`config.mk`:
```
export PLATFORM = sky130hd
export DESIGN_NAME = ffha_ctrl
export DESIGN_NICKNAME = d
export VERILOG_FILES = /design/src/rtl/core/ffha_pkg.sv /design/src/rtl/core/ffha_ctrl.sv
export SDC_FILE = /design/constraint.sdc
export NUM_CORES = 1
export LEC_CHECK = 0
export BUFFER_PORTS_ARGS = -buffer_cell sky130_fd_sc_hd__buf_2
export CORE_MARGIN = 2
export CORE_UTILIZATION = 46
export DETAILED_ROUTE_END_ITERATION = 8
export GPL_ROUTABILITY_DRIVEN = 0
export PLACE_DENSITY_LB_ADDON = 0.1
export SLEW_MARGIN = 20
export SYNTH_ARGS = -nofsm -noshare
export SYNTH_HDL_FRONTEND = slang
export SYNTH_SLANG_ARGS = --single-unit
```
`constraint.sdc`:
```
create_clock -name clk_i -period 1.5 [get_ports clk_i]
set_input_delay 0.225 -clock clk_i [delete_from_list [all_inputs] [get_ports clk_i]]
set_output_delay 0.225 -clock clk_i [all_outputs]
set_load 0.01 [all_outputs]
```
`src/rtl/core/ffha_pkg.sv`:
```
// Package for the first-fit heap allocator: payload words, codes, controller states,
// datapath operations and the status group returned to the controller.
// No dependencies.
`default_nettype none
package ffha_pkg;

  localparam int HEAP_BYTES_DEF = 4096;
  localparam int ALIGN_BYTES    = 4;
  localparam int HDR_BYTES      = 12;
  localparam int HDR_WORDS      = HDR_BYTES / ALIGN_BYTES;
  localparam int REGION_RESET   = 4096;
  localparam int MIN_REGION_W   = 8;

  typedef enum logic [1:0] {
    CMD_ALLOC = 2'd0,
    CMD_FREE  = 2'd1,
    CMD_USAGE = 2'd2
  } cmd_e;

  typedef enum logic [1:0] {
    STAT_DONE     = 2'd0,
    STAT_OOM      = 2'd1,
    STAT_BAD_FREE = 2'd2
  } stat_e;

  typedef struct packed {
    logic [1:0]  command;
    logic [12:0] request_size;
    logic [11:0] address;
  } in_t;

  typedef struct packed {
    logic [1:0]  status;
    logic [11:0] block_address;
    logic [12:0] used_bytes;
    logic [12:0] free_bytes;
  } out_t;

  typedef enum logic [4:0] {
    S_CLEAR,
    S_INIT_HEAD,
    S_INIT_END,
    S_IDLE,
    S_A_CHK,
    S_A_RNX,
    S_A_WNX,
    S_A_WNODE,
    S_H_RD,
    S_H_CHK,
    S_F_CHK1,
    S_F_CHK2,
    S_F_RNX,
    S_F_WNX,
    S_U_CHK,
    S_RESP
  } state_e;

  typedef enum logic [3:0] {
    DP_NOP,
    DP_CLEAR,
    DP_INIT_HEAD,
    DP_INIT_END,
    DP_ACCEPT,
    DP_STEP,
    DP_SPLIT,
    DP_RD_NX,
    DP_WR_NX,
    DP_WR_NODE,
    DP_HINT_RD,
    DP_SET_HINT,
    DP_F_LATCH,
    DP_F_WRP,
    DP_USAGE,
    DP_PUSH
  } dp_op_e;

  typedef struct packed {
    logic [1:0] in_cmd;
    logic       size_ok;
    logic       free_ok;
    logic       last;
    logic       fit;
    logic       big;
    logic       link_ok;
    logic       at_hint;
    logic       clr_last;
  } dp_stat_t;

endpackage
`default_nettype wire

```
`src/rtl/core/ffha_ctrl.sv`:
```
// Controller of the heap allocator: sequences clearing, list walks, splits and frees,
// and owns both handshakes. Depends on ffha_pkg.
`default_nettype none
module ffha_ctrl import ffha_pkg::*; (
  input  wire logic     clk_i,
  input  wire logic     rst_ni,
  input  wire logic     in_valid_i,
  output logic          in_stall_o,
  output logic          out_valid_o,
  input  wire logic     out_stall_i,
  input  wire logic     cfg_we_i,
  input  wire dp_stat_t stat_i,
  output dp_op_e        op_o
);

  state_e state_q, state_d;
  logic   valid_q, valid_d;
  logic   push;

  assign push = (state_q == S_RESP) && (!valid_q || !out_stall_i);

  always_comb begin
    state_d = state_q;
    case (state_q)
      S_CLEAR:     if (stat_i.clr_last) state_d = S_INIT_HEAD;
      S_INIT_HEAD: state_d = S_INIT_END;
      S_INIT_END:  state_d = S_IDLE;
      S_IDLE: begin
        if (in_valid_i) begin
          case (stat_i.in_cmd)
            CMD_ALLOC: state_d = S_A_CHK;
            CMD_FREE:  state_d = S_F_CHK1;
            CMD_USAGE: state_d = S_U_CHK;
            default:   state_d = S_RESP;
          endcase
        end
      end
      S_A_CHK: begin
        if (!stat_i.size_ok || stat_i.last) begin
          state_d = S_RESP;
        end else if (stat_i.fit) begin
          state_d = S_A_RNX;
        end
      end
      S_A_RNX:   state_d = S_A_WNX;
      S_A_WNX:   state_d = S_A_WNODE;
      S_A_WNODE: state_d = stat_i.at_hint ? S_H_RD : S_RESP;
      S_H_RD:    state_d = S_H_CHK;
      S_H_CHK:   if (stat_i.last || stat_i.big) state_d = S_RESP;
      S_F_CHK1:  state_d = stat_i.free_ok ? S_F_CHK2 : S_RESP;
      S_F_CHK2:  state_d = stat_i.link_ok ? S_F_RNX : S_RESP;
      S_F_RNX:   state_d = S_F_WNX;
      S_F_WNX:   state_d = S_RESP;
      S_U_CHK:   if (stat_i.last) state_d = S_RESP;
      S_RESP:    if (push) state_d = S_IDLE;
      default:   state_d = S_CLEAR;
    endcase
    if (cfg_we_i) begin
      state_d = S_CLEAR;
    end
  end

  always_comb begin
    op_o = DP_NOP;
    case (state_q)
      S_CLEAR:     op_o = DP_CLEAR;
      S_INIT_HEAD: op_o = DP_INIT_HEAD;
      S_INIT_END:  op_o = DP_INIT_END;
      S_IDLE:      if (in_valid_i) op_o = DP_ACCEPT;
      S_A_CHK: begin
        if (stat_i.size_ok && !stat_i.last) begin
          op_o = stat_i.fit ? DP_SPLIT : DP_STEP;
        end
      end
      S_A_RNX:   op_o = DP_RD_NX;
      S_A_WNX:   op_o = DP_WR_NX;
      S_A_WNODE: op_o = DP_WR_NODE;
      S_H_RD:    op_o = DP_HINT_RD;
      S_H_CHK:   op_o = (stat_i.last || stat_i.big) ? DP_SET_HINT : DP_STEP;
      S_F_CHK1:  if (stat_i.free_ok) op_o = DP_F_LATCH;
      S_F_CHK2:  if (stat_i.link_ok) op_o = DP_F_WRP;
      S_F_RNX:   op_o = DP_RD_NX;
      S_F_WNX:   op_o = DP_WR_NX;
      S_U_CHK:   op_o = stat_i.last ? DP_USAGE : DP_STEP;
      S_RESP:    if (push) op_o = DP_PUSH;
      default:   op_o = DP_NOP;
    endcase
  end

  always_comb begin
    valid_d = valid_q;
    if (push) begin
      valid_d = 1'b1;
    end else if (!out_stall_i) begin
      valid_d = 1'b0;
    end
  end

  always_ff @(posedge clk_i or negedge rst_ni) begin
    if (!rst_ni) begin
      state_q <= S_CLEAR;
      valid_q <= 1'b0;
    end else begin
      state_q <= state_d;
      valid_q <= valid_d;
    end
  end

  assign in_stall_o  = state_q != S_IDLE;
  assign out_valid_o = valid_q;

  a_cfg_clears : assert property (@(posedge clk_i) disable iff (!rst_ni)
    cfg_we_i |=> state_q == S_CLEAR)
    else $error("region write did not start a clearing pass");

  a_push_free : assert property (@(posedge clk_i) disable iff (!rst_ni)
    (op_o == DP_PUSH) |-> (!valid_q || !out_stall_i))
    else $error("result pushed over a stalled word");

  a_accept_leaves : assert property (@(posedge clk_i) disable iff (!rst_ni)
    (in_valid_i && !in_stall_o && !cfg_we_i) |=> (state_q != S_IDLE))
    else $error("accepted word produced no work");

endmodule
`default_nettype wire

```
# [Word level (Yosys, flattened, before mapping)]
# Cells that the tools add are included.
[word_totals] reg_bits=6 latch_bits=0 ramBits=0 romBits=0 in_bits=15 out_inout_bits=6 wordCells=65 n_memories=0
[classes] add_sub_neg=0 n_mul=0 div_mod_pow=0 order_cmp=0 eq_ne=25 shifts=0 n_mux=24 n_bitwise=0 reduce_logical=14
[op_table] cell="$pmux W5 S16" n=1
[op_table] cell="$pmux W4 S14" n=1
[op_table] cell="$eq A5 B4 Y1 const B" n=8
[op_table] cell="$mux W5" n=8
[op_table] cell="$eq A5 B3 Y1 const B" n=4
[op_table] cell="$mux W4" n=5
[op_table] cell="$ne A3 B3 Y1 const B" n=5
[op_table] cell="$mux W3" n=4
[op_table] cell="$pmux W4 S3" n=1
[op_table] cell="$eq A5 B2 Y1 const B" n=2
[op_table] cell="$reduce_and A6 Y1" n=1
[op_table] cell="$eq A5 B1 Y1 const B" n=1
[op_table] cell="$logic_not A5 Y1" n=1
[op_table] cell="$ne A5 B2 Y1 const B" n=1
[op_table] cell="$logic_not A1 Y1" n=4
[op_table] cell="$mux W2" n=2
[op_table] cell="$ne A4 B4 Y1 const B" n=1
[op_table] cell="$reduce_or A2 Y1" n=2
[op_table] cell="$logic_or A1 B1 Y1" n=3
[op_table] cell="$eq A2 B1 Y1 const B" n=1
[op_table] cell="$eq A2 B2 Y1 const B" n=1
[op_table] cell="$logic_and A1 B1 Y1" n=2
[op_table] cell="$logic_not A2 Y1" n=1
[op_table] cell="$mux W1" n=2
[op_table] cell="$ne A2 B1 Y1 const B" n=1

# [Logic depth before layout (Yosys ltp)]
[logic_depth] word_depth=6 ltp_mapped=6 depth_no_buf=5

# [Worst setup path before layout]
# OpenSTA, ideal clock, no wires.
[synth_timing] path_kind="reg-to-output" from="register state_q[3]" to="output port op_o[3]" arrival_time_ns=1.348 t_required_ns=1.275 slack_ns=-0.073 stages_incl_launch_ff=5 path_buffers=2 cell_sequence="dfrtp_1 > buf_6 > clkbuf_1 > nand2_1 > o311ai_0"
[synth_via] elab_chain_cells=4 word_cells_on_any_way=21 cone_classes="15 x eq/ne; 2 x mux; 4 x reduce/logical"
[synth_rtl] element="from (decl)" line="ffha_ctrl.sv:16" source="state_e state_q, state_d;"
[synth_rtl] element="from (signal assigned)" line="ffha_ctrl.sv:104" source="state_q <= state_d;"
[synth_rtl] element="$eq A5 B4 Y1" line="ffha_ctrl.sv:20, ffha_ctrl.sv:65"
[synth_rtl] element="$logic_and A1 B1 Y1" line="ffha_ctrl.sv:20" source="assign push = (state_q == S_RESP) && (!valid_q || !out_stall_i);"
[synth_rtl] element="$mux W4" line="ffha_ctrl.sv:85" source="S_RESP: if (push) op_o = DP_PUSH;"
[synth_rtl] element="$pmux W4 S14 (*)" line="ffha_ctrl.sv:65" source="case (state_q)"
[synth_rtl] element="to (decl)" line="ffha_ctrl.sv:13" source="output dp_op_e op_o"
# Every way passes the cells marked *; elsewhere a longest branch is shown, timed or not.

# [Final worst setup path]
[layout_timing] from="register state_q[0]" to="output port op_o[0]"
# The elaborated chain is that of the path after synthesis.

==> results.json <==
{
  "grt_max_degree": 10,
  "maxSlewViolCount": 0,
  "grt_pass1_wl_um": 4460,
  "hold_path_class": "in -> reg",
  "hpwl_um": 1930,
  "worstPathCellList": "nor4b_4, nand3b_2, o22a_1, o211ai_1, buf_2",
  "htree_levels": 1,
  "crit_path_end_kind": "output pin",
  "hold_slack_ns": 0.193,
  "critPathLaunchType": "flip-flop",
  "final_common_cell": "buf_4",
  "leakage_nw": 0.606,
  "ys_seq_area_share_pct": 15.8,
  "synthesis.nets": 116,
  "grt_pass1_vias": 1017,
  "finalCritPeriodShare_pct": 126,
  "finalWorstSetupSlack_ns": -0.393,
  "die_area_um2": 2060,
  "syn_inst": 101,
  "synth_edf_count": 0,
  "max-vdd-ir-drop_uv": 1390,
  "power.density_nw_per_um2": 1780,
  "clk_latency_ns": 0.26,
  "max_stage_delay_ns": 0.46,
  "violations": "negative setup slack",
  "worstPathArrival_ns": 1.67,
  "wl_um": 2770,
  "routedWlPerCell_um": 16.1,
  "fin_nets": 172,
  "synth_compound_area_share_pct": 38.2,
  "slew_headroom_pct": 76.3,
  "netlist_top_cells_area": "dfrtp_1 (16%), a21oi_1 (5.7%), o21ai_0 (5.1%)",
  "synth_top_family_by_area": "compound AO/OA/AOI/OAI gates",
  "yosysWarnings": 0,
  "io_pins": 21,
  "tritoncts": "done",
  "port_buffers": 20,
  "synth_xor_area_share_pct": 1.11,
  "die_h_um": 45.4,
  "yosys_register_bits": 5,
  "tightestPinTransition_ns": 0.355,
  "clkTransAtPathRegs_ns": 0.05,
  "status": "finished, violations left",
  "fin_util_pct": 82.3,
  "final_cell_mix": "buf_4 (30), buf_2 (19), buf_6 (9), nand2_1 (7)",
  "cp.required_ns": 1.27,
  "path_buf_inv": 1,
  "start_util_pct": 50.6,
  "synth-simple-area-share_pct": 32.0,
  "first_pass_iters": 4,
  "fmax_ghz": 0.528,
  "hold_violations": 0,
  "post_synth_instance_area_um2": 790,
  "die_x_um": 45.4,
  "async_flop_share_pct": 100,
  "grt_overflow_total": 0,
  "synth_area_leader_cell": "dfrtp_1",
  "n_antenna_cell": 0,
  "total_power_w": 0.00228,
  "rsz0062_at_grt": "yes",
  "avgSynthCellArea_um2": 7.82,
  "vias": 996,
  "clock_skew_ns": 0.0122,
  "antenna_found_initial": 0,
  "synth_top_area_share_pct": 15.8,
  "cts_root_buf": "clkbuf_4",
  "place_ws_ns": -0.219,
  "area_growth_pct": 62.4,
  "numCtsBuffers": 3,
  "gr-usage-all-layers_pct": 29.9,
  "std_cell_rows": 14,
  "synth_mux_area_share_pct": 2.69,
  "drt-vias-per-instance": 5.79,
  "period_minus_slack_ns": 1.89,
  "synth-adder-area-share_pct": 0,
  "setup_violations": 9,
  "synth_top_flop_cell": "dfrtp_1",
  "slowest_stage": "dfrtp_2",
  "drc": 0,
  "tns_ns": -2.48,
  "drtAntennaViolNets": 0,
  "drive_gt1_share_pct": 59.6,
  "cts_sinks": 5,
  "clockBufferDepth": 2,
  "synth.distinct_cells": 46,
  "drtIter0Drc": 26,
  "setup.worst_path.class": "reg -> out",
  "path_delay_family": "flip-flops",
  "crit_fanout": 7,
  "core-area_um2": 1560,
  "cap_violations": 0
}
[final timing paths]
| path | to | startpoint | cells after the start | slack (ns) |
|---|---|---|---|---|
| max reg2reg | state_q[1] | state_q[0] | 8 | -0.29 |
| max | op_o[0] | state_q[0] | 5 | -0.39 |
| min | state_q[1] | cfg_we_i | 2 | 0.19 |
| max in group asynchronous | state_q[3] | rst_ni | 2 | 1.04 |
| min reg2reg | out_valid_o | out_valid_o | 2 | 0.77 |
| min in group asynchronous | state_q[2] | rst_ni | 2 | 0.31 |
[kinds of logic after synthesis]
kind of cell,after synthesis
and+or+nand+nor,40
AOI/OAI and AO/OA,39
buffers and inverters,14
DFF,5
muxes,2
xor gates and xnor gates,1
[worst register-to-register path: stages, from the launching register on]
cell and delay, ns:
dfrtp_2 0.46, buf_4 0.16, buf_4 0.13, and3b_1 0.18, o21ai_2 0.21, o311a_4 0.24, buf_4 0.11, a21oi_2 0.05
a211oi_2 0.17
[repair_timing]
item                                    CTS  global route
pin swaps                                11             7
endpoints found under the setup margin    9             9
hold buffers                              1             0
hold endpoints to repair                  5             0
gates resized for setup                  28             5
setup buffers                             8             5
[metrics by stage]
step	instance area, um2	instances
floorplan	790	101
global placement	1040	154
detailed placement	1040	154
CTS	1230	167
global route	1280	172
finish	1280	172
[layer usage]
metal  up-vias  track usage [%]  part of all wire (%)
met5         -                0                     0
met4         0             8.82                   2.9
met3         8             2.78                   4.4
met2        32             55.2                    50
met1       462             36.0                    42
li1        494                -                     -
[flip-flops by register name (all words and copies together), names as in the netlist]
register,count
out_valid_o,1
state_q,4
[cells in the mapped netlist, types with 2 or more instances]
cell type	instances
nand3_1	3
nor2b_1	4
a21oi_1	9
nor3_1	3
buf_6	3
nand3_2	2
o21ai_2	2
o21ai_0	8
nand2_1	9
o211ai_1	3
buf_2	4
inv_1	6
dfrtp_1	5
nor2_1	8
[report_power, final]
part           switching, W  internal, W  total, W
clock network     0.0000646     0.000101  0.000166
logic              0.000855     0.000961   0.00182
registers          0.000109     0.000189  0.000298
[area by class of cell]
class	count	area [um2]
multi-input combinational	82	649
timing repair buffer	59	432
fill	96	277
sequential	5	130
clock buffer	4	26.3
inverter	6	25.0
tap	16	20.0
Power figures use the tool's default switching activity.
